**config.mk**
```make
export PLATFORM = sky130hd
export DESIGN_NAME = ethiopian_new_year_day_offset
export DESIGN_NICKNAME = d
export VERILOG_FILES = /design/src/design/ethny_pkg.sv /design/src/design/ethiopian_new_year_day_offset.sv
export SDC_FILE = /design/constraint.sdc
export NUM_CORES = 1
export LEC_CHECK = 0
export BUFFER_PORTS_ARGS = -buffer_cell sky130_fd_sc_hd__buf_4
export CORE_MARGIN = 2
export CORE_UTILIZATION = 69
export CTS_BUF_LIST = sky130_fd_sc_hd__clkbuf_8 sky130_fd_sc_hd__clkbuf_16
export CTS_CLUSTER_SIZE = 40
export DETAILED_ROUTE_END_ITERATION = 8
export PLACE_DENSITY_LB_ADDON = 0.05
export SYNTH_ARGS = -nofsm -noshare
export SYNTH_HDL_FRONTEND = slang
export SYNTH_SLANG_ARGS = --single-unit
```
**constraint.sdc**
```tcl
create_clock -name i_clk -period 31.6 [get_ports i_clk]
set_input_delay 4.74 -clock i_clk [delete_from_list [all_inputs] [get_ports i_clk]]
set_output_delay 4.74 -clock i_clk [all_outputs]
set_load 0.01 [all_outputs]
```
**src/design/ethny_pkg.sv**
```systemverilog
// package for the ethiopian new-year day offset block
// holds field widths, month tables and the century offset helper
// no dependencies
package ethny_pkg;

    localparam int MONTH_W  = 4;
    localparam int YEAR_W   = 14;
    localparam int DAYS_W   = 10;
    localparam int YLEN_W   = 9;
    localparam int S_DATA_W = 24;
    localparam int M_DATA_W = 24;
    localparam int QUOT_W   = 8;
    localparam int SUM_W    = 12;

    // reciprocal for year / 100, exact for every 14-bit year
    localparam int RECIP_W     = 13;
    localparam int RECIP_SHIFT = 19;
    localparam logic [RECIP_W-1:0] RECIP_100 = 13'd5243;

    localparam logic [MONTH_W-1:0] MONTH_LAST = 4'd13;
    localparam logic [YEAR_W-1:0]  YEAR_SWITCH = 14'd1752;
    localparam logic [QUOT_W-1:0]  CENT_FIRST  = 8'd18;
    localparam logic [YLEN_W-1:0]  YLEN_BASE   = 9'd365;

    typedef logic signed [SUM_W-1:0] t_sum;

    // days from january 1 to the first of month m, common year, for months 1 to 9; other months give 0
    function automatic logic [8:0] month_prefix(input logic [MONTH_W-1:0] m);
        logic [8:0] v;
        unique case (m)
            4'd2:    v = 9'd31;
            4'd3:    v = 9'd59;
            4'd4:    v = 9'd90;
            4'd5:    v = 9'd120;
            4'd6:    v = 9'd151;
            4'd7:    v = 9'd181;
            4'd8:    v = 9'd212;
            4'd9:    v = 9'd243;
            default: v = 9'd0;
        endcase
        return v;
    endfunction

    // days from august 1 to the first of month m (month 13 closes the year)
    function automatic logic [8:0] from_aug(input logic [MONTH_W-1:0] m);
        logic [8:0] v;
        unique case (m)
            4'd9:    v = 9'd31;
            4'd10:   v = 9'd61;
            4'd11:   v = 9'd92;
            4'd12:   v = 9'd122;
            4'd13:   v = 9'd153;
            default: v = 9'd0;
        endcase
        return v;
    endfunction

    // days from september 1 to the first of month m
    function automatic logic [8:0] from_sep(input logic [MONTH_W-1:0] m);
        logic [8:0] v;
        unique case (m)
            4'd10:   v = 9'd30;
            4'd11:   v = 9'd61;
            4'd12:   v = 9'd91;
            4'd13:   v = 9'd122;
            default: v = 9'd0;
        endcase
        return v;
    endfunction

    // century offset from the year's hundreds q
    function automatic logic signed [8:0] cent_offset(input logic [QUOT_W-1:0] q);
        logic signed [8:0] v;
        if (q < CENT_FIRST) begin
            v = 9'sd2;
        end else begin
            v = 9'sd15 - signed'({1'b0, q}) + signed'({3'b0, q[QUOT_W-1:2]});
        end
        return v;
    endfunction

    function automatic t_sum ext9(input logic [8:0] v);
        return signed'({{(SUM_W-9){1'b0}}, v});
    endfunction

endpackage

```
**src/design/ethiopian_new_year_day_offset.sv**
```systemverilog
// channel    dir  tdata fields (lowest bit up)
// s request  in   month_number[3:0], year_number[17:4], zero pad to 24
// m result   out  days_since_new_year[9:0], ethiopian_year_length[18:10], zero pad
//
// one request per cycle while the result register is not stalled
// input register, then one pass of calendar logic into the result register
// the year / 100 reciprocal multiply is the longest path
// reset clears both valid flags; a stalled result holds and the input
// register keeps taking requests while the result register can drain
//
// top level of the ethiopian new-year day offset block, uses ethny_pkg
module ethiopian_new_year_day_offset (
    input  logic                          i_clk,
    input  logic                          i_rst_n,
    input  logic                          i_s_tvalid,
    output logic                          o_s_tready,
    // month_number[3:0], year_number[17:4]
    input  logic [ethny_pkg::S_DATA_W-1:0] i_s_tdata,
    output logic                          o_m_tvalid,
    input  logic                          i_m_tready,
    // days_since_new_year[9:0], ethiopian_year_length[18:10]
    output logic [ethny_pkg::M_DATA_W-1:0] o_m_tdata
);
    import ethny_pkg::*;

    logic                   r_in_valid;
    logic [MONTH_W-1:0]     r_month;
    logic [YEAR_W-1:0]      r_year;
    logic                   r_out_valid;
    logic [DAYS_W-1:0]      r_days;
    logic [YLEN_W-1:0]      r_ylen;

    logic                   w_out_load;
    logic                   w_in_load;
    logic [MONTH_W-1:0]     w_m;
    logic [YEAR_W+RECIP_W-1:0] w_prod;
    logic [QUOT_W-1:0]      w_q;
    logic [QUOT_W-1:0]      w_q_prev;
    logic [YEAR_W:0]        w_q100;
    logic                   w_cent;
    logic                   w_jul;
    logic                   w_jleap;
    logic                   w_gleap;
    logic                   w_leap;
    logic                   w_late;
    t_sum                   w_nyd;
    t_sum                   w_base;
    t_sum                   w_days;
    logic                   w_len_jul;
    logic                   w_inc;
    logic [1:0]             w_ymod;
    logic [DAYS_W-1:0]      n_days;
    logic [YLEN_W-1:0]      n_ylen;

    assign w_out_load = r_in_valid && (!r_out_valid || i_m_tready);
    assign w_in_load  = !r_in_valid || w_out_load;
    assign o_s_tready = w_in_load;

    always_ff @(posedge i_clk) begin
        if (!i_rst_n) begin
            r_in_valid <= 1'b0;
        end else if (w_in_load) begin
            r_in_valid <= i_s_tvalid;
        end
    end

    always_ff @(posedge i_clk) begin
        if (w_in_load && i_s_tvalid) begin
            r_month <= i_s_tdata[MONTH_W-1:0];
            r_year  <= i_s_tdata[MONTH_W+YEAR_W-1:MONTH_W];
        end
    end

    always_comb begin
        w_m = (r_month > MONTH_LAST) ? MONTH_LAST : r_month;

        // hundreds of the year and whether it is a whole century
        w_prod   = {{RECIP_W{1'b0}}, r_year} * {{YEAR_W{1'b0}}, RECIP_100};
        w_q      = w_prod[RECIP_SHIFT+QUOT_W-1:RECIP_SHIFT];
        w_q100   = {1'b0, w_q, 6'b0} + {2'b0, w_q, 5'b0} + {5'b0, w_q, 2'b0};
        w_cent   = (w_q100 == {1'b0, r_year});
        w_q_prev = w_q - {{(QUOT_W-1){1'b0}}, w_cent};

        w_jul   = (r_year < YEAR_SWITCH) || ((r_year == YEAR_SWITCH) && (w_m <= 4'd9));
        w_jleap = (r_year[1:0] == 2'd0) && (r_year != 14'd4);
        w_gleap = ((r_year[1:0] == 2'd0) && !w_cent) || (w_cent && (w_q[1:0] == 2'd0));
        w_leap  = w_jul ? w_jleap : w_gleap;
        w_late  = w_jul ? (w_m > 4'd8) : (w_m > 4'd9);

        // the previous year's new year depends on (y - 1) mod 4 == 3, i.e. y mod 4 == 0
        if (w_jul) begin
            if (w_late) begin
                w_nyd  = (r_year[1:0] == 2'd3) ? 12'sd30 : 12'sd29;
                w_base = 12'sd2 - w_nyd + ext9(from_aug(w_m))
                         + ((r_year < 14'd4) ? 12'sd1 : 12'sd0);
            end else begin
                w_nyd  = (r_year[1:0] == 2'd0) ? 12'sd30 : 12'sd29;
                w_base = 12'sd2 - w_nyd + ext9(from_aug(MONTH_LAST))
                         + ((r_year < 14'd5) ? 12'sd1 : 12'sd0);
            end
        end else begin
            if (w_late) begin
                w_nyd  = (r_year[1:0] == 2'd3) ? 12'sd12 : 12'sd11;
                w_base = 12'sd2 - w_nyd + ext9(from_sep(w_m))
                         + t_sum'(cent_offset(w_q));
            end else begin
                w_nyd  = (r_year[1:0] == 2'd0) ? 12'sd12 : 12'sd11;
                w_base = 12'sd2 - w_nyd + ext9(from_sep(MONTH_LAST))
                         + t_sum'(cent_offset(w_q_prev));
            end
        end

        if (w_late) begin
            w_days = w_base;
        end else begin
            w_days = w_base + ext9(month_prefix(w_m))
                     + ((w_leap && (w_m >= 4'd3)) ? 12'sd1 : 12'sd0);
        end
        n_days = w_days[DAYS_W-1:0];

        // ethiopian year length follows the western start year
        w_len_jul = (r_year < YEAR_SWITCH) || ((r_year == YEAR_SWITCH) && (w_m <= 4'd8));
        w_inc     = w_len_jul ? (w_m > 4'd8) : (w_m > 4'd9);
        w_ymod    = r_year[1:0] + {1'b0, w_inc};
        n_ylen    = YLEN_BASE + {{(YLEN_W-1){1'b0}}, (w_ymod == 2'd3)};
    end

    always_ff @(posedge i_clk) begin
        if (!i_rst_n) begin
            r_out_valid <= 1'b0;
        end else if (w_out_load) begin
            r_out_valid <= 1'b1;
        end else if (i_m_tready) begin
            r_out_valid <= 1'b0;
        end
    end

    always_ff @(posedge i_clk) begin
        if (w_out_load) begin
            r_days <= n_days;
            r_ylen <= n_ylen;
        end
    end

    assign o_m_tvalid = r_out_valid;
    assign o_m_tdata  = {{(M_DATA_W-DAYS_W-YLEN_W){1'b0}}, r_ylen, r_days};

endmodule

```
### Word-level counts from Yosys, hierarchy flattened

Memories as Yosys holds them, arrays and structs flattened.
Index checks and enable logic that the tools add are counted.

* flip-flop bits (word level): 39
* memory bits (read-only): 128
* input bits: 28
* output and inout port bits: 26
* logic and storage cells: 101
* memories: 1

* add/sub/neg operators: 23
* multiply operators: 1
* order comparisons: 11
* eq/ne operators: 10
* muxes and demuxes: 30
* reductions and logical operators: 19

Memories
* (name not given): depth 16, bits a word 8, read ports 1, clocked after memory_dff 0, wr ports 0, RTL line ethny_pkg.sv:30 `unique case (m)`

Operators with widths (count)
* $mux 9: 11
* $mux 10: 4
* $pmux 8 s5: 1
* $add 10x2->10: 3
* $lt 14x3->1 const B: 2
* $pmux 7 s4: 1
* $mul 14x13->27 const B: 1
* $eq 4x4->1 const B: 5
* $add 9x7->9: 2
* $sub 4x8->9 const A: 2
* $lt 8x5->1 const B: 2
* $add 14x13->15: 1
* $add 15x10->15: 1
* $eq 15x14->1: 1
* $eq 14x11->1 const B: 1
* $lt 14x11->1 const B: 1
* $ne 14x3->1 const B: 1
* $gt 4x4->1 const B: 3
* $sub 2x5->6 const A: 2
* $add 10x10->10: 1
* $add 10x9->10: 1
* $add 5x10->10: 1
* $add 6x10->10: 1
* $add 6x9->10 const B: 1
* 18 further kinds: 44

### Longest topological paths before layout

Gate-level depths: netlist of run 1.

* word-level depth: 16
* depth in mapped cells: 58
* mapped depth without buffers: 58

### Worst setup path before layout of run 1

Ideal clock, no wire load.

* kind: register to register
* from: reg r_year[11]
* to: reg r_days[9], data pin
* library setup time: 261 ps
* arrival time: 11430 ps
* data required time: 31339 ps
* path slack: 19909 ps
* cell stages (with the launch flop): 56
* path buffers: 0
* period minus slack after synthesis: 11691 ps
* path through: edfxtp_1 > fa_1 > ha_1 > inv_1 > fa_1 > inv_1 > fa_1 > inv_1 > fa_1 > inv_1 > ha_1 > nand4_2 > a211oi_2 > o211ai_2 > and3b_4 > nor2_1 > inv_1 > ha_1 > (+20 left out) > fa_1 > xnor2_1 > or2_2 > ha_1 > xnor2_1 > a211oi_1 > a21oi_1 > ha_1 > inv_1 > a21oi_1 > o21ai_0 > a21oi_1 > o21a_1 > o21ai_0 > a21oi_1 > nand2_1 > mux2i_1 > a221o_1

* word-level cells in the longest chain between the ends: 16
* elaborated cells between the ends (all ways): 46
* classes of those cells: 13 x add/sub; 1 x mul; 5 x order compare; 3 x eq/ne; 15 x mux; 9 x reduce/logical

Ends and longest elaborated chain
* start, declared: RTL line ethiopian_new_year_day_offset.sv:28 `logic [YEAR_W-1:0] r_year;`
* start signal, assigned: RTL line ethiopian_new_year_day_offset.sv:70 `r_year <= i_s_tdata[MONTH_W+YEAR_W-1:MONTH_W];`
* $mul 14x13->27: RTL line ethiopian_new_year_day_offset.sv:78 `w_prod = {{RECIP_W{1'b0}}, r_year} * {{YEAR_W{1'b0}}, RECIP_100};`
* $add 14x13->15: RTL line ethiopian_new_year_day_offset.sv:80 `w_q100 = {1'b0, w_q, 6'b0} + {2'b0, w_q, 5'b0} + {5'b0, w_q, 2'b0};`
* $add 15x10->15: RTL line ethiopian_new_year_day_offset.sv:80
* $eq 15x14->1: RTL line ethiopian_new_year_day_offset.sv:81 `w_cent = (w_q100 == {1'b0, r_year});`
* $sub 8x1->8: RTL line ethiopian_new_year_day_offset.sv:82 `w_q_prev = w_q - {{(QUOT_W-1){1'b0}}, w_cent};`
* $sub 4x8->9: RTL line ethny_pkg.sv:77 `v = 9'sd15 - signed'({1'b0, q}) + signed'({3'b0, q[QUOT_W-1:2]});`
* $add 9x7->9: RTL line ethny_pkg.sv:77
* $mux 9: RTL line ethny_pkg.sv:74 `if (q < CENT_FIRST) begin`
* $mux 9: RTL line ethiopian_new_year_day_offset.sv:102 `if (w_late) begin`
* $mux 9: RTL line ethiopian_new_year_day_offset.sv:91 `if (w_jul) begin`
* $add 9x9->10: RTL line ethiopian_new_year_day_offset.sv:109 `+ t_sum'(cent_offset(w_q_prev));`
* $mux 10: RTL line ethiopian_new_year_day_offset.sv:102
* $mux 10: RTL line ethiopian_new_year_day_offset.sv:91
* $add 10x10->10: RTL line ethiopian_new_year_day_offset.sv:116 `w_days = w_base + ext9(month_prefix(w_m))`
* $add 10x2->10: RTL line ethiopian_new_year_day_offset.sv:117 `+ ((w_leap && (w_m >= 4'd3)) ? 12'sd1 : 12'sd0);`
* $mux 10 *: RTL line ethiopian_new_year_day_offset.sv:113 `if (w_late) begin`
* named net w_days[9]: RTL line ethiopian_new_year_day_offset.sv:48 `t_sum w_days;`
* end signal, assigned: RTL line ethiopian_new_year_day_offset.sv:140 `r_days <= n_days;`
* end, declared: RTL line ethiopian_new_year_day_offset.sv:30 `logic [DAYS_W-1:0] r_days;`

Mark *: on every way through the listed nets, which the timed path passes. The rest lies on a longest branch. The select of a mux whose other input is x is not followed.
A chain may end at the register's enable or synchronous reset.

### Worst setup path after layout of run 1

* from: reg r_year[6]
* to: reg r_days[9], data pin

The elaborated chain is that of the path after synthesis.

==> results.sh, run 1 <==
export IMPL_cts_sinks=32
export IMPL_cpPeakStageDelay_ns=0.68
export IMPL_grt_pass1_wl_um=30900
export IMPL_cts_resized=0
export IMPL_via_count=6509
export IMPL_cts_tree="done"
export IMPL_path_buf_inv=8
export IMPL_ys_warn_count=0
export IMPL_syn_instance_count=935
export IMPL_worstSetupPathType="flop to flop"
export IMPL_r2r_start="r_year[6]"
export IMPL_clk_pin_slew_ns=0.06
export IMPL_grt_max_degree=20
export IMPL_synth_seq_cells=32
export IMPL_reg2regPathDepth=55
export IMPL_final_nets=1248
export IMPL_h_tree_depth=2
export IMPL_fin_crit_sh=0.428
export IMPL_drv_slew=0
export IMPL_path_max_fanout=7
export IMPL_avgSynthCellArea_um2=8.91
export IMPL_worstHoldEndpoint="o_m_tvalid"
export IMPL_status="complete, no violations"
export IMPL_drt_wl_total_um=18600
export IMPL_gr_usage_all_layers=0.302
export IMPL_setup_viol=0
export IMPL_slowest_stage="edfxtp_1"
export IMPL_first_pass_iters=5
export IMPL_start_util=0.699
export IMPL_worstHoldPathType="flop to flop"
export IMPL_post_cts_buffers=0
export IMPL_ys_seq_area_frac=0.113
export IMPL_end_kind="flop"
export IMPL_skew_ns=0.0108
export IMPL_antenna_cells=0
export IMPL_clock_root_buffer="clkbuf_16"
export IMPL_cts_buffers=5
export IMPL_antenna_found_initial=0
export IMPL_post_route_cells_drive_above_1_share=0.0841
export IMPL_startpoint="r_year[6]"
export IMPL_synth_cell_type_count=79
export IMPL_min_period_ns=13.54
export IMPL_coreArea_um2=11900
export IMPL_cp_arrival_ns=13.58
export IMPL_slew_headroom=0.260
export IMPL_final_setup_tns_ns=0
export IMPL_n_fill_cell=888
export IMPL_post_drt_wl_per_cell_um=16.7
export IMPL_timing_rr_end="r_days[9]"
export IMPL_critPathTopFamily="adder cells"
export IMPL_ff2ff_setup_slack_ns=18.06
export IMPL_tightest_slew_ns=1.11
export IMPL_ant_nets=0
export IMPL_async_flop_share=0
export IMPL_whs_path_depth=1
export IMPL_clock_latency_ns=0.29
export IMPL_min_from="r_in_valid"
export IMPL_max_freq_mhz=73.9
export IMPL_drc=0
export IMPL_fp_dieH_um=114
export IMPL_critPathLaunchType="flop"
export IMPL_routed_via_density=5.86
export IMPL_cts_max_path_buffers=2
export IMPL_syn_to_final_growth_pct=6.19
export IMPL_maxCapViolations=0
export IMPL_die_x_um=114
export IMPL_gp_congestion=0.887
export IMPL_portBuffers=35
export IMPL_grt_pass1_vias=6550
export IMPL_ys_flop_type="edfxtp_1"
export IMPL_dp_hpwl_um=15800
export IMPL_dieArea_um2=13000
export IMPL_hold_viol=0
export IMPL_overflow=0
export IMPL_netlist_area_um2=8330
export IMPL_grt_setup_unrepaired="false"
export IMPL_ios=54
export IMPL_hold_buffers=0
export IMPL_cpMostUsedCell="ha_1"
export IMPL_drtIter0Drc=290
export IMPL_synth_edf_count=30
export IMPL_num_rows=40
export IMPL_critical_path_required_ns=31.64
==> worst max path at each step <==
stage	end	slack, ns	cells past startpoint
4_1_cts	r_days[9]	18.12	55
3_3_place_gp	r_days[9]	18.28	55
6_report	r_days[9]	18.06	55
5_1_grt	r_days[9]	17.10	55
3_5_place_dp	r_days[9]	18.12	54
2_1_floorplan	r_days[9]	19.91	55
==> metal layers <==
layer | GRT usage | wire length [um] | vias up
met3 | 0.0324 | 756 | 54
met2 | 0.553 | 9640 | 196
met4 | 0.127 | 771 | 0
li1 | - | - | 3169
met5 | 0 | 0 | -
met1 | 0.362 | 7420 | 3090
==> cell usage in the layout (no fill, tap or decap), drive strengths merged, types with 4 or more instances in the layout <==
cell / instances
o211ai: 10
nor2b: 15
ha: 187
a31oi: 4
o31ai: 6
a21o: 15
buf: 37
inv: 180
o21a: 8
nand2b: 7
nand3: 14
conb: 12
o21ai: 38
nor2: 53
mux2i: 4
a211oi: 8
fa: 71
edfxtp: 30
xor2: 17
clkbuf: 5
o21bai: 9
and2: 7
nand4: 10
nand2: 57
xnor2: 41
a21oi: 48
o22ai: 5
and3: 4
nor3: 18
==> logic make-up after synthesis <==
kind of cell / count (synthesis) / synth area share
AOI/OAI and AO/OA: 172 / 0.140
xor gates and xnor gates: 58 / 0.0664
adders and majority gates: 258 / 0.451
buffers and inverters: 207 / 0.0993
DFF: 32 / 0.113
muxes: 4 / 0.00481
other: 2 / 0.000902
and+or+nand+nor: 202 / 0.124
==> worst reg2reg max path: cells and delay by family, from the launching register on <==
family	cells	cell delay (ns)
fa+ha+maj	15	5.56
compound gates	19	3.91
simple gates	9	1.76
buf+inv	8	0.75
flops	1	0.68
xor+xnor	3	0.52
mux	1	0.12
==> cells in the mapped netlist, types with 16 or more instances <==
master | instances | area share
xnor2_1 | 39 | 0.041
inv_1 | 179 | 0.081
edfxtp_1 | 30 | 0.11
fa_1 | 71 | 0.17
nor2_1 | 52 | 0.023
xor2_1 | 16 | 0.017
nand2_1 | 56 | 0.025
a21oi_1 | 47 | 0.028
o21ai_0 | 31 | 0.019
ha_1 | 187 | 0.28
==> through the flow <==
| step | setup WS, ns | std cells | hold WS, ns | utilization | area [um2] |
|---|---|---|---|---|---|
| 3_3_place_gp | 18.28 | 1102 | 0.486 | 0.729 | 8680 |
| 4_1_cts | 18.12 | 1110 | 0.560 | 0.743 | 8850 |
| 6_report | 18.06 | 1110 | 0.567 | 0.743 | 8850 |
| 2_1_floorplan | 19.91 | 945 | 0.477 | - | 8370 |
| 5_1_grt | 17.10 | 1110 | 0.565 | 0.743 | 8850 |
| 3_5_place_dp | 18.12 | 1102 | 0.547 | 0.729 | 8680 |
==> registers in the layout, summed over array words and instances (netlist names) <==
register	flops
r_days	10
r_year	14
r_month	4
r_ylen	2
r_in_valid	1
o_m_tvalid	1
==> area by class of cell <==
type                       instances  area, um2  share of cell area
inverter                         180        676              0.0764
tap                              147        184              0.0208
timing repair buffer              37        278              0.0314
clock buffer                       5        125              0.0141
multi-input combinational        706       6600               0.746
clock inverter                     3       42.5             0.00481
sequential                        32        941               0.106
Power of run 1 is not shown: default switching activity piles up to over one toggle a cycle in this logic, so the estimate is an artifact.
==> inputs of run 2 (changes only) <==
--- a/config.mk
+++ b/config.mk
@@ -7,7 +7,7 @@
 export LEC_CHECK = 0
 export BUFFER_PORTS_ARGS = -buffer_cell sky130_fd_sc_hd__buf_4
 export CORE_MARGIN = 2
-export CORE_UTILIZATION = 69
+export CORE_UTILIZATION = 58
 export CTS_BUF_LIST = sky130_fd_sc_hd__clkbuf_8 sky130_fd_sc_hd__clkbuf_16
 export CTS_CLUSTER_SIZE = 40
 export DETAILED_ROUTE_END_ITERATION = 8
==> constraint.sdc (replaced) <==
create_clock -name i_clk -period 12.2 [get_ports i_clk]
set_input_delay 1.83 -clock i_clk [delete_from_list [all_inputs] [get_ports i_clk]]
set_output_delay 1.83 -clock i_clk [all_outputs]
set_load 0.01 [all_outputs]
==> run 2 against run 1 <==
Compared with the run above:
- register-to-register slack worse by 18 ns
- die area is 18% higher
- setup slack worse by 18 ns
- critical path depth is 2 higher
- flip-flop and latch count stayed put
- fmax is 15% higher
- worst hold slack worse by 0.0015 ns
- cell count is 17% higher
- count of clock-buffer cells in the layout stayed put
- critical path type unchanged
==> results.sh, run 2 (synthesized netlist as in run 1, its figures left out) <==
export IMPL_portBuffers=35
export IMPL_worstHoldPathType="flop to flop"
export IMPL_first_pass_iters=4
export IMPL_overflow=0
export IMPL_final_common_cell="buf_4"
export IMPL_reg_top3="r_year x14, r_days x10, r_month x4"
export IMPL_setup_viol=0
export IMPL_grt_pass1_wl_um=34100
export IMPL_antenna_found_initial=0
export IMPL_max_freq_mhz=84.7
export IMPL_cts_tree="done"
export IMPL_slowest_stage="fa_1"
export IMPL_cts_buffers=5
export IMPL_clock_latency_ns=0.29
export IMPL_coreArea_um2=13900
export IMPL_start_util=0.598
export IMPL_largest_reg_flops=14
export IMPL_hold_viol=0
export IMPL_min_period_ns=11.81
export IMPL_die_x_um=124
export IMPL_end_kind="flop"
export IMPL_final_nets=1405
export IMPL_regMostFlops="r_year"
export IMPL_drt_wl_total_um=21200
export IMPL_path_max_fanout=4
export IMPL_via_count=7116
export IMPL_skew_ns=0.0114
export IMPL_path_buf_inv=8
export IMPL_n_fill_cell=993
export IMPL_gr_usage_all_layers=0.285
export IMPL_grt_pass1_vias=7351
export IMPL_cpMostUsedCell="inv_1"
export IMPL_layout_common_cells="191 x buf_4, 173 x inv_1, 167 x ha_1"
export IMPL_gp_congestion=0.964
export IMPL_drv_slew=0
export IMPL_cts_sinks=32
export IMPL_fp_dieH_um=124
export IMPL_cts_max_path_buffers=2
export IMPL_post_drt_wl_per_cell_um=16.3
export IMPL_drtIter0Drc=270
export IMPL_clk_pin_slew_ns=0.07
export IMPL_dp_hpwl_um=17500
export IMPL_ios=54
export IMPL_ant_nets=0
export IMPL_fin_crit_sh=0.968
export IMPL_pre_cts_ws_ns=-0.661
export IMPL_clock_root_buffer="clkbuf_16"
export IMPL_slew_headroom=0.241
export IMPL_cpPeakStageDelay_ns=0.55
export IMPL_critPathTopFamily="adder cells"
export IMPL_h_tree_depth=2
export IMPL_worst_slack_ns=0.392
export IMPL_status="complete, no violations"
export IMPL_routed_via_density=5.47
export IMPL_grt_max_degree=20
export IMPL_tightest_slew_ns=1.14
export IMPL_critPathLaunchType="flop"
export IMPL_maxCapViolations=0
export IMPL_dieArea_um2=15300
export IMPL_num_rows=43
export IMPL_syn_to_final_growth_pct=26.0
export IMPL_post_route_cells_drive_above_1_share=0.263
export IMPL_antenna_cells=0
export IMPL_cp_arrival_ns=11.85
export IMPL_critical_path_required_ns=12.24
export IMPL_drc=0
export IMPL_worstSetupPathType="flop to flop"
## run 2: changes by cell type in the layout (fill, tap and decap cells not counted), sizes merged
cell | before | now
buf | 37 | 194
## run 2: cell type report
cell class	count	area, um2	share of cell area
inverter	180	676	0.0644
multi-input combinational	706	7020	0.669
clock buffer	5	125	0.0119
timing repair buffer	194	1470	0.140
tap	180	225	0.0215
clock inverter	3	42.5	0.00405
sequential	32	941	0.0896
## run 2: final timing paths
path                                 start          to  slack, ns  cells after the start
worst max-delay path             r_year[9]   r_days[9]       0.39                     57
worst min-delay path            r_in_valid  r_in_valid       0.57                      2
worst max register to register   r_year[9]   r_days[9]       0.39                     57
worst min register to register  r_in_valid  r_in_valid       0.57                      2
## run 2: worst register-to-register path: cells and delay by family, from the launching register on
family / cells / cell delay (ns)
fa+ha+maj: 15 / 5.10
compound gates: 16 / 2.42
simple gates: 13 / 1.90
buf+inv: 8 / 0.80
xor+xnor: 4 / 0.75
flops: 1 / 0.50
mux: 1 / 0.13
## run 2: per-layer routing
metal  vias to the layer above  global-route usage  routed length [um]
li1                       3480                   -                   -
met1                      3458               0.332                8640
met2                       128               0.538               11400
met3                        50              0.0307                 477
met4                         0              0.0987                 758
met5                         -                   0                   0
## run 2: what timing repair did
action | CTS | global route
resized for setup | 15 | 67
cloned | 0 | 0
setup endpoints to repair | 4 | 6
pin swaps | 12 | 51
buffers inserted | 14 | 19
hold buffers | 0 | 0
## run 2: metrics by stage
stage	hold WS, ns	area (um2)	util	TNS, ns	std cells
after floorplan	0.477	8370	-	0	945
after global placement	0.488	9650	0.693	-0.454	1259
after detailed placement	0.536	9650	0.693	-1.22	1259
after CTS	0.558	10000	0.719	0	1281
after global routing	0.611	10500	0.753	-0.0970	1300
final	0.565	10500	0.753	0	1300
Power of run 2 is left out for the same reason.
==> inputs of run 3 (changes only) <==
--- a/config.mk
+++ b/config.mk
@@ -5,7 +5,7 @@
 export SDC_FILE = /design/constraint.sdc
 export NUM_CORES = 1
 export LEC_CHECK = 0
-export BUFFER_PORTS_ARGS = -buffer_cell sky130_fd_sc_hd__buf_4
+export BUFFER_PORTS_ARGS = -buffer_cell sky130_fd_sc_hd__buf_2
 export CORE_MARGIN = 2
 export CORE_UTILIZATION = 58
 export CTS_BUF_LIST = sky130_fd_sc_hd__clkbuf_8 sky130_fd_sc_hd__clkbuf_16
==> run 3 against run 2 <==
Compared with the run above:
- first-iteration DRC count up 41%
- largest cell class unchanged
- count of clock-buffer cells in the layout unchanged
- highest routed layer unchanged
- setup slack worse by 0.13 ns
- global-route usage grew 0.21 points
- sequential share of layout area up 0.11 points
- worst hold slack lost 0.012 ns
- utilization decreased by 0.92 points
- critical path depth up 3
==> results.sh, run 3 (synthesized netlist as in run 1, its figures left out) <==
export IMPL_status="complete, no violations"
export IMPL_startpoint="r_year[9]"
export IMPL_ant_nets=0
export IMPL_grt_max_degree=20
export IMPL_final_common_cell="ha_1"
export IMPL_grt_pass1_wl_um=34200
export IMPL_worst_slack_ns=0.263
export IMPL_gr_usage_all_layers=0.287
export IMPL_grt_pass1_vias=7414
export IMPL_layout_common_cells="172 x ha_1, 171 x inv_1, 144 x buf_4"
export IMPL_via_count=7106
export IMPL_h_tree_depth=2
export IMPL_die_x_um=124
export IMPL_grt_setup_unrepaired="true"
export IMPL_overflow=0
export IMPL_syn_to_final_growth_pct=24.5
export IMPL_worstHoldPathType="flop to flop"
export IMPL_drv_slew=0
export IMPL_drtIter0Drc=380
export IMPL_cpPeakStageDelay_ns=0.56
export IMPL_dp_hpwl_um=17500
export IMPL_setup_viol=0
export IMPL_n_fill_cell=1038
export IMPL_post_route_cells_drive_above_1_share=0.257
export IMPL_cp_arrival_ns=11.98
export IMPL_max_freq_mhz=83.8
export IMPL_drt_wl_total_um=21200
export IMPL_path_max_fanout=5
export IMPL_portBuffers=35
export IMPL_critPathLaunchType="flop"
export IMPL_drc=0
export IMPL_skew_ns=0.00574
export IMPL_first_pass_iters=6
export IMPL_cts_tree="done"
export IMPL_num_rows=43
export IMPL_tightest_slew_ns=1.14
export IMPL_regArea_um2=941
export IMPL_antenna_found_initial=0
export IMPL_r2r_start="r_year[9]"
export IMPL_reg_top3="r_year x14, r_days x10, r_month x4"
export IMPL_largest_reg_flops=14
export IMPL_maxCapViolations=0
export IMPL_fin_crit_sh=0.978
export IMPL_slowest_stage="edfxtp_1"
export IMPL_min_period_ns=11.94
export IMPL_cts_sinks=32
export IMPL_ios=54
export IMPL_post_drt_wl_per_cell_um=16.4
export IMPL_pre_cts_ws_ns=-0.471
export IMPL_clock_latency_ns=0.29
export IMPL_cts_max_path_buffers=2
export IMPL_antenna_cells=0
export IMPL_start_util=0.598
export IMPL_hold_viol=0
export IMPL_hold_buffers=0
export IMPL_end_kind="flop"
export IMPL_routed_via_density=5.51
export IMPL_coreArea_um2=13900
export IMPL_worstSetupPathType="flop to flop"
export IMPL_hold_ws_ns=0.554
export IMPL_cpMostUsedCell="inv_2"
export IMPL_clock_root_buffer="clkbuf_16"
export IMPL_regMostFlops="r_year"
export IMPL_dieArea_um2=15300
export IMPL_multi_input_comb_area_um2=7050
export IMPL_min_from="r_in_valid"
export IMPL_clk_pin_slew_ns=0.06
export IMPL_cts_buffers=5
export IMPL_fp_dieH_um=124
export IMPL_gp_congestion=0.931
export IMPL_final_nets=1395
export IMPL_critical_path_required_ns=12.24
export IMPL_slew_headroom=0.242
==> run 3: area by class of cell <==
cell class                      instances  share of cell area
Multi-Input combinational cell        706               0.680
Timing Repair Buffer                  184               0.127
Sequential cell                        32              0.0908
Inverter                              180              0.0652
Tap cell                              180              0.0217
Clock buffer                            5              0.0121
Clock inverter                          3             0.00410
==> run 3: worst max-delay path: cells and delay by family, from the launching register on <==
family                     cells  cell delay (ns)
AOI/OAI and AO/OA             18             2.95
xor gates and xnor gates       5             0.87
adders and majority gates     14             4.71
buffers and inverters         11             0.86
DFF                            1             0.56
muxes                          1             0.12
and+or+nand+nor               11             1.59
==> run 3: path summary, 6_finish.rpt <==
kind | depth (start not counted) | to | slack [ns]
worst max-delay path | 60 | r_days[9] | 0.26
worst min-delay path | 1 | o_m_tvalid | 0.55
worst max register to register | 60 | r_days[9] | 0.26
worst min register to register | 1 | o_m_tvalid | 0.55
==> run 3: timing repair <==
action                                  4_1_cts  5_1_grt
cloned                                        0        0
resized for setup                            17       70
pin swaps                                    12       59
endpoints found under the setup margin        3        5
setup buffers                                 9       11
==> run 3: per-layer routing <==
metal | GRT usage | share of wire
met1 | 0.333 | 0.40
met2 | 0.552 | 0.53
met3 | 0.0325 | 0.029
met4 | 0.0810 | 0.034
met5 | 0 | 0
==> run 3: through the flow <==
step                TNS [ns]   util  area, um2  std cells
finish                     0  0.744      10400       1290
global route          -0.295  0.744      10400       1290
CTS                        0  0.709       9890       1279
detailed placement    -0.531  0.688       9590       1262
global placement      -0.293  0.688       9590       1262
floorplan                  0      -       8370        945
Power of run 3 is left out for the same reason.
